==> src/rtl/core/sha1_pkg.sv <==
// ---------------------------------------------------------------------------
// SHA-1 package
// Constants, types and helpers shared by the digest core.
// ---------------------------------------------------------------------------
package sha1_pkg;

   localparam logic [31:0] K_ROUND0 = 32'h5A827999;
   localparam logic [31:0] K_ROUND1 = 32'h6ED9EBA1;
   localparam logic [31:0] K_ROUND2 = 32'h8F1BBCDC;
   localparam logic [31:0] K_ROUND3 = 32'hCA62C1D6;

   localparam logic [31:0] H_INIT0 = 32'h67452301;
   localparam logic [31:0] H_INIT1 = 32'hEFCDAB89;
   localparam logic [31:0] H_INIT2 = 32'h98BADCFE;
   localparam logic [31:0] H_INIT3 = 32'h10325476;
   localparam logic [31:0] H_INIT4 = 32'hC3D2E1F0;

   localparam logic [7:0] PAD_MARK = 8'h80;

   localparam logic [6:0] LAST_ROUND     = 7'd79;
   localparam logic [6:0] RAW_ROUNDS     = 7'd16;
   localparam logic [5:0] LAST_BYTE_POS  = 6'd63;
   localparam logic [5:0] LENGTH_POS     = 6'd56;
   localparam logic [2:0] LAST_WORD      = 3'd4;

   typedef enum logic [1:0] {
      GRP_CHOOSE = 2'd0,
      GRP_PARITY = 2'd1,
      GRP_MAJORITY = 2'd2,
      GRP_PARITY2 = 2'd3
   } group_type;

   typedef enum logic [4:0] {
      ST_IDLE  = 5'b00001,
      ST_PAD   = 5'b00010,
      ST_ROUND = 5'b00100,
      ST_FOLD  = 5'b01000,
      ST_OUT   = 5'b10000
   } state_type;

   typedef struct packed {
      logic [31:0] a;
      logic [31:0] b;
      logic [31:0] c;
      logic [31:0] d;
      logic [31:0] e;
   } work_type;

   typedef struct packed {
      logic byte_en;
      logic word_en;
      logic raw;
   } sched_ctl_type;

   function automatic group_type round_group(input logic [6:0] rnd);
      group_type g;
      if (rnd < 7'd20) begin
         g = GRP_CHOOSE;
      end else if (rnd < 7'd40) begin
         g = GRP_PARITY;
      end else if (rnd < 7'd60) begin
         g = GRP_MAJORITY;
      end else begin
         g = GRP_PARITY2;
      end
      return g;
   endfunction

endpackage

==> src/rtl/core/sha1_sched.sv <==
// ---------------------------------------------------------------------------
// SHA-1 block buffer and message schedule
// 512-bit shift line: gathers bytes, then supplies one schedule word a round.
// ---------------------------------------------------------------------------
module sha1_sched (
   input  logic                   clock,
   input  sha1_pkg::sched_ctl_type ctl,
   input  logic [7:0]             byte_data,
   output logic [31:0]            w
);
   import sha1_pkg::*;

   logic [511:0] line_ff;
   logic [511:0] line_in;
   logic [31:0]  mix;

   assign mix = line_ff[511:480] ^ line_ff[447:416] ^ line_ff[255:224] ^ line_ff[95:64];
   assign w   = ctl.raw ? line_ff[511:480] : {mix[30:0], mix[31]};

   always_comb begin
      line_in = line_ff;
      if (ctl.byte_en) begin
         line_in = {line_ff[503:0], byte_data};
      end else if (ctl.word_en) begin
         line_in = {line_ff[479:0], w};
      end
   end

   always_ff @(posedge clock) begin
      line_ff <= line_in;
   end

endmodule

==> src/rtl/core/sha1_round.sv <==
// ---------------------------------------------------------------------------
// SHA-1 round unit
// One compression round on the working registers, shared over all 80 rounds.
// ---------------------------------------------------------------------------
module sha1_round (
   input  sha1_pkg::work_type  cur,
   input  logic [31:0]         w,
   input  sha1_pkg::group_type grp,
   output sha1_pkg::work_type  nxt
);
   import sha1_pkg::*;

   logic [31:0] fval;
   logic [31:0] kval;
   logic [31:0] temp;

   always_comb begin
      case (grp)
         GRP_CHOOSE: begin
            fval = cur.d ^ (cur.b & (cur.c ^ cur.d));
            kval = K_ROUND0;
         end
         GRP_PARITY: begin
            fval = cur.b ^ cur.c ^ cur.d;
            kval = K_ROUND1;
         end
         GRP_MAJORITY: begin
            fval = (cur.b & cur.c) | (cur.d & (cur.b | cur.c));
            kval = K_ROUND2;
         end
         default: begin
            fval = cur.b ^ cur.c ^ cur.d;
            kval = K_ROUND3;
         end
      endcase
   end

   assign temp = {cur.a[26:0], cur.a[31:27]} + fval + cur.e + kval + w;

   assign nxt.a = temp;
   assign nxt.b = cur.a;
   assign nxt.c = {cur.b[1:0], cur.b[31:2]};
   assign nxt.d = cur.c;
   assign nxt.e = cur.d;

endmodule

==> src/rtl/core/sha1_message_digest.sv <==
// ---------------------------------------------------------------------------
// SHA-1 message digest
// Byte-serial SHA-1: buffers 64-byte blocks, pads, emits five digest words.
// ---------------------------------------------------------------------------
//  channel  direction  payload                                   handshake
//  req      in         msg_byte, has_byte, end_of_message         valid/ready
//  rsp      out        digest_word, word_number, final_word       valid/ready
//
//  A data byte is taken while idle; the 64th byte of a block then runs the
//  rounds through the shared round unit, followed by one chaining add.
//  End of message: pad bytes to the block end, rounds and a chaining add
//  per padded block, five result items; req_ready is low throughout.
//  Reset is synchronous and restores the initial chaining words.
//  rsp stalls hold the current word; no input is taken until all five go.
// ---------------------------------------------------------------------------
module sha1_message_digest (
   input  logic        clock,
   input  logic        reset,
   input  logic        req_valid,
   output logic        req_ready,
   input  logic [7:0]  req_msg_byte,
   input  logic        req_has_byte,
   input  logic        req_end_of_message,
   output logic        rsp_valid,
   input  logic        rsp_ready,
   output logic [31:0] rsp_digest_word,
   output logic [2:0]  rsp_word_number,
   output logic        rsp_final_word
);
   import sha1_pkg::*;

   state_type     state_ff, state_in;
   logic [5:0]    pos_ff, pos_in;
   logic [60:0]   count_ff, count_in;
   logic [6:0]    round_ff, round_in;
   work_type      work_ff, work_in;
   logic [31:0]   chain_ff [5];
   logic [31:0]   chain_in [5];
   logic [2:0]    word_ff, word_in;
   logic          pad_ff, pad_in;
   logic          mark_ff, mark_in;
   logic          lenok_ff, lenok_in;
   logic          last_ff, last_in;

   sched_ctl_type sched_ctl;
   logic [7:0]    byte_data;
   logic [31:0]   w;
   work_type      round_nxt;
   work_type      chain_work;
   logic [63:0]   bit_len;
   logic [7:0]    len_byte;

   assign bit_len    = {count_ff, 3'b000};
   assign len_byte   = bit_len[{3'd7 - pos_ff[2:0], 3'b000} +: 8];
   assign chain_work = '{a: chain_ff[0], b: chain_ff[1], c: chain_ff[2],
                         d: chain_ff[3], e: chain_ff[4]};

   sha1_sched u_sched (
      .clock     (clock),
      .ctl       (sched_ctl),
      .byte_data (byte_data),
      .w         (w)
   );

   sha1_round u_round (
      .cur (work_ff),
      .w   (w),
      .grp (round_group(round_ff)),
      .nxt (round_nxt)
   );

   assign req_ready       = (state_ff == ST_IDLE);
   assign rsp_valid       = (state_ff == ST_OUT);
   assign rsp_digest_word = chain_ff[0];
   assign rsp_word_number = word_ff;
   assign rsp_final_word  = (word_ff == LAST_WORD);

   always_comb begin
      state_in  = state_ff;
      pos_in    = pos_ff;
      count_in  = count_ff;
      round_in  = round_ff;
      work_in   = work_ff;
      chain_in  = chain_ff;
      word_in   = word_ff;
      pad_in    = pad_ff;
      mark_in   = mark_ff;
      lenok_in  = lenok_ff;
      last_in   = last_ff;
      sched_ctl = '{byte_en: 1'b0, word_en: 1'b0, raw: (round_ff < RAW_ROUNDS)};
      byte_data = req_msg_byte;

      case (state_ff)
         ST_IDLE: begin
            if (req_valid) begin
               if (req_has_byte) begin
                  sched_ctl.byte_en = 1'b1;
                  pos_in   = pos_ff + 6'd1;
                  count_in = count_ff + 61'd1;
               end
               if (req_has_byte && pos_ff == LAST_BYTE_POS) begin
                  state_in = ST_ROUND;
                  round_in = '0;
                  work_in  = chain_work;
                  pad_in   = req_end_of_message;
                  mark_in  = req_end_of_message;
                  lenok_in = 1'b0;
                  last_in  = 1'b0;
               end else if (req_end_of_message) begin
                  state_in = ST_PAD;
                  pad_in   = 1'b1;
                  mark_in  = 1'b1;
                  lenok_in = 1'b0;
                  last_in  = 1'b0;
               end
            end
         end
         ST_PAD: begin
            sched_ctl.byte_en = 1'b1;
            if (mark_ff) begin
               byte_data = PAD_MARK;
            end else if (pos_ff >= LENGTH_POS && lenok_ff) begin
               byte_data = len_byte;
            end else begin
               byte_data = 8'h00;
            end
            pos_in  = pos_ff + 6'd1;
            mark_in = 1'b0;
            if (mark_ff) begin
               lenok_in = (pos_ff < LENGTH_POS);
            end
            if (pos_ff == LAST_BYTE_POS) begin
               state_in = ST_ROUND;
               round_in = '0;
               work_in  = chain_work;
               last_in  = !mark_ff && lenok_ff;
               lenok_in = 1'b1;
            end
         end
         ST_ROUND: begin
            sched_ctl.word_en = 1'b1;
            work_in  = round_nxt;
            round_in = round_ff + 7'd1;
            if (round_ff == LAST_ROUND) begin
               state_in = ST_FOLD;
            end
         end
         ST_FOLD: begin
            chain_in[0] = chain_ff[0] + work_ff.a;
            chain_in[1] = chain_ff[1] + work_ff.b;
            chain_in[2] = chain_ff[2] + work_ff.c;
            chain_in[3] = chain_ff[3] + work_ff.d;
            chain_in[4] = chain_ff[4] + work_ff.e;
            if (last_ff) begin
               state_in = ST_OUT;
               word_in  = '0;
            end else if (pad_ff) begin
               state_in = ST_PAD;
            end else begin
               state_in = ST_IDLE;
            end
         end
         ST_OUT: begin
            if (rsp_ready) begin
               chain_in[0] = chain_ff[1];
               chain_in[1] = chain_ff[2];
               chain_in[2] = chain_ff[3];
               chain_in[3] = chain_ff[4];
               chain_in[4] = chain_ff[0];
               word_in     = word_ff + 3'd1;
               if (word_ff == LAST_WORD) begin
                  state_in    = ST_IDLE;
                  chain_in[0] = H_INIT0;
                  chain_in[1] = H_INIT1;
                  chain_in[2] = H_INIT2;
                  chain_in[3] = H_INIT3;
                  chain_in[4] = H_INIT4;
                  count_in    = '0;
                  pos_in      = '0;
                  pad_in      = 1'b0;
                  mark_in     = 1'b0;
                  lenok_in    = 1'b0;
                  last_in     = 1'b0;
                  word_in     = '0;
               end
            end
         end
         default: begin
            state_in = ST_IDLE;
         end
      endcase
   end

   always_ff @(posedge clock) begin
      if (reset) begin
         state_ff    <= ST_IDLE;
         pos_ff      <= '0;
         count_ff    <= '0;
         round_ff    <= '0;
         word_ff     <= '0;
         pad_ff      <= 1'b0;
         mark_ff     <= 1'b0;
         lenok_ff    <= 1'b0;
         last_ff     <= 1'b0;
         chain_ff[0] <= H_INIT0;
         chain_ff[1] <= H_INIT1;
         chain_ff[2] <= H_INIT2;
         chain_ff[3] <= H_INIT3;
         chain_ff[4] <= H_INIT4;
      end else begin
         state_ff <= state_in;
         pos_ff   <= pos_in;
         count_ff <= count_in;
         round_ff <= round_in;
         word_ff  <= word_in;
         pad_ff   <= pad_in;
         mark_ff  <= mark_in;
         lenok_ff <= lenok_in;
         last_ff  <= last_in;
         chain_ff <= chain_in;
      end
   end

   always_ff @(posedge clock) begin
      work_ff <= work_in;
   end

endmodule

==> config.mk <==
export PLATFORM = sky130hd
export DESIGN_NAME = sha1_message_digest
export DESIGN_NICKNAME = d
export VERILOG_FILES = /design/src/rtl/core/sha1_pkg.sv /design/src/rtl/core/sha1_sched.sv /design/src/rtl/core/sha1_round.sv /design/src/rtl/core/sha1_message_digest.sv
export SDC_FILE = /design/constraint.sdc
export NUM_CORES = 2
export LEC_CHECK = 0
export ABC_CLOCK_PERIOD_IN_PS = 20900
export BUFFER_PORTS_ARGS = -buffer_cell sky130_fd_sc_hd__buf_2
export CORE_MARGIN = 5
export CORE_UTILIZATION = 50
export DETAILED_ROUTE_END_ITERATION = 7
export PLACE_DENSITY = 0.69
export SKIP_CTS_REPAIR_TIMING = 1
export SLEW_MARGIN = 25
export SYNTH_ARGS = -nofsm -noshare
export SYNTH_HDL_FRONTEND = slang
export SYNTH_SLANG_ARGS = --single-unit
==> constraint.sdc <==
create_clock -name clock -period 20.9 [get_ports clock]
set_input_delay 3.135 -clock clock [delete_from_list [all_inputs] [get_ports clock]]
set_output_delay 3.135 -clock clock [all_outputs]
set_load 0.1 [all_outputs]
==> results.yml <==
logic_synthesis:
  yosysTopAreaCellShare: 0.3713
  synth_top_family_by_area: "simple AND/OR/NAND/NOR gates"
  async_reset_ff_frac: 0
  synth.most_common_cell: "nand2_1"
  ys_ff_latch: 918
  dominantRegCellSynth: "edfxtp_1"
  synth_edf_count: 672
  ys_seq_area_frac: 0.4619
  syn_nets: 6338
  yosysTopAreaCell: "edfxtp_1"
  synth_xor_area_frac: 0.05270
  netlist_top_cells_area: "edfxtp_1 (37%), nand2_1 (13%), dfxtp_1 (9.1%)"
  synthAdderAreaFrac: 0.09527
  syn_inst: 5966
  muxShareOfSynthArea: 0.02744
  synth_commonest_cells: "nand2_1 (1823), edfxtp_1 (672), o21ai_0 (408)"
  synth_compound_area_frac: 0.1264
  yosysWarnings: 0
  synth-simple-area-share: 0.1940
  avgSynthCellArea_um2: 9.109
  syn_area_um2: 54350
  yosysUniqueCellTypes: 84
routing:
  drt-total-wl_um: 146600
  wl_per_cell_um: 19.99
  ant_nets: 0
  num_vias: 42570
  viasPerCell: 5.804
  drc: 0
  dr.pass1.iters: 8
  drtIter0Drc: 4371
worst_setup_path:
  critical_path_class: "flip-flop to flip-flop"
  cpMaxStageDelayCell: "fa_1"
  r2r_cells: 26
  timing.critical_path.to: "work_ff[159]"
  critPathArrivalTime_ns: 7.57
  timing.rr.start: "round_ff[3]"
  cp-start-kind: "flip-flop"
  cp_max_fo: 53
  crit_path_max_incr_delay_ns: 0.57
  timing.rr.end: "work_ff[159]"
  endpoint_kind: "flip-flop"
  rrSetupSlack_ns: 13.74
  critPathLaunch: "round_ff[3]"
  worstPathRequired_ns: 21.32
min_path:
  min_path_type: "flip-flop to flip-flop"
grt:
  grt_pass1_vias: 40090
  grt_usage: 0.2450
  grt_pass1_wl_um: 226600
  grt_max_degree: 242
  antenna_found_initial: 0
  overflow: 0
timing:
  timing.final.setup_violations: 0
  rsz0062_at_grt: "false"
  hold_violations: 0
  max_freq_ghz: 0.1398
  fin_crit_ns: 7.155
  drv_slew: 0
  skew_ns: 0.05454
  tightest_slew_ns: 1.128
  finalCritPeriodShare: 0.3424
  setup_tns_ns: 0
  max_slew_margin: 0.2483
clock_network:
  numCtsBuffers: 100
  cts_sinks: 918
  clk_path_buf_depth: 3
  clk_pin_slew_ns: 0.06
  cts_tree: "yes"
  root_buffer: "clkbuf_16"
  htree_num_levels: 3
  clk_latency_ns: 0.71
flow_run:
  drv_cap: 0
place:
  placedCellCount: 7145
  hpwl_um: 100000
  gp_congestion: 0.9481
  port_buffers: 51
floorplanning:
  row_count: 121
  die_area_um2: 115400
  fp.coreArea_um2: 108400
  io-pin-count: 52
  start_util: 0.5014
  die_h_um: 339.7
  fp.dieW_um: 339.7
power:
  power.leakage_uw: 0.02420
  peakVddDrop_v: 0.00007072
  power_uw: 5022
  power-per-cell-area_nw_per_um2: 85.54
cells_and_area:
  layout-drive-gt1-share: 0.06233
  final_cell_count_no_fill: 7335
  syn_to_final_growth_pct: 8.021
  final_nets: 6206
outcome:
  status: "finished clean"
==> cell families (layout without fill, tap and decap cells) <==
logic type | count (synthesis) | count (layout)
flip-flops | 918 | 918
XOR/XNOR | 327 | 327
buffers and inverters | 577 | 531
multiplexers | 124 | 124
AO/OA/AOI/OAI | 1109 | 1109
AND/OR/NAND/NOR | 2553 | 2553
other | 0 | 1
adder cells (fa/ha/maj) | 358 | 358
==> state kept, by name, summed over array words and instances, names as in the netlist, 3 cells and up <==
register and flops:
u_sched.line_ff 512, work_ff 160, chain_ff 128, count_ff 61
rsp_digest_word 32, round_ff 7, pos_ff 6, state_ff 5
rsp_word_number 3
==> through the flow <==
stage	cell area [µm²]	util	setup WS, ns	hold WS (ns)
6_report	58710	0.5416	13.74	0.4745
5_1_grt	58700	0.5416	13.38	0.5053
4_1_cts	58670	0.5412	13.80	0.4777
3_5_place_dp	55450	0.5115	13.70	0.4695
3_3_place_gp	55440	0.5115	13.72	0.4615
2_1_floorplan	54350	-	4.690	0.4447
==> per-layer routing <==
metal	share of wire	wire length, µm	global-route usage	vias up
li1	-	-	-	20290
met1	0.44	63950	0.3461	20420
met2	0.45	66080	0.3889	1609
met3	0.076	11120	0.03515	251
met4	0.037	5472	0.08513	0
met5	0	0	0	-
==> worst max-delay path, delay by kind of cell (launching register included) <==
| kind | cells | cell delay, ns |
|---|---|---|
| AOI/OAI and AO/OA | 13 | 2.90 |
| adders and majority gates | 5 | 2.05 |
| and+or+nand+nor | 3 | 0.39 |
| xor gates and xnor gates | 1 | 0.15 |
| buffers and inverters | 4 | 0.88 |
| DFF | 1 | 0.43 |
==> report_power, final <==
group	switching, µW	total, µW	leakage [µW]	internal, µW
sequential	136	2420	0.00831	2280
clock	765	1770	0.00155	1000
combinational	564	839	0.0143	275
==> cells in the final DEF (no fill, tap or decap), types with 50 or more instances in the layout <==
cell type and n:
a21o_1 80, a21oi_1 245, buf_2 50, clkbuf_16 101, dfxtp_1 245, edfxtp_1 672
fa_1 93, ha_1 264, inv_1 243, mux2_2 70, nand2_1 1818, nand3_1 105
nor2_1 278, nor2b_1 57, nor3_1 91, o21ai_0 405, xnor2_1 200, xor2_1 127
==> worst min-delay path by stage <==
stage | from | slack, ns | endpoint | depth (start not counted)
after global routing | pad_ff | 0.51 | pad_ff | 2
after floorplan | pad_ff | 0.44 | pad_ff | 2
after CTS | pad_ff | 0.48 | pad_ff | 2
after global placement | pad_ff | 0.46 | pad_ff | 2
after detailed placement | pad_ff | 0.47 | pad_ff | 2
final | pad_ff | 0.47 | pad_ff | 2
==> area by class of cell <==
class,instances,area (µm²)
fill,9599,49690
multi-input combinational,4471,27040
timing repair buffer,95,631.9
sequential,918,25110
inverter,248,940.9
tap,1414,1769
antenna,1,2.502
clock buffer,143,2775
clock inverter,45,442.9
(Power assumes the default switching activity.)
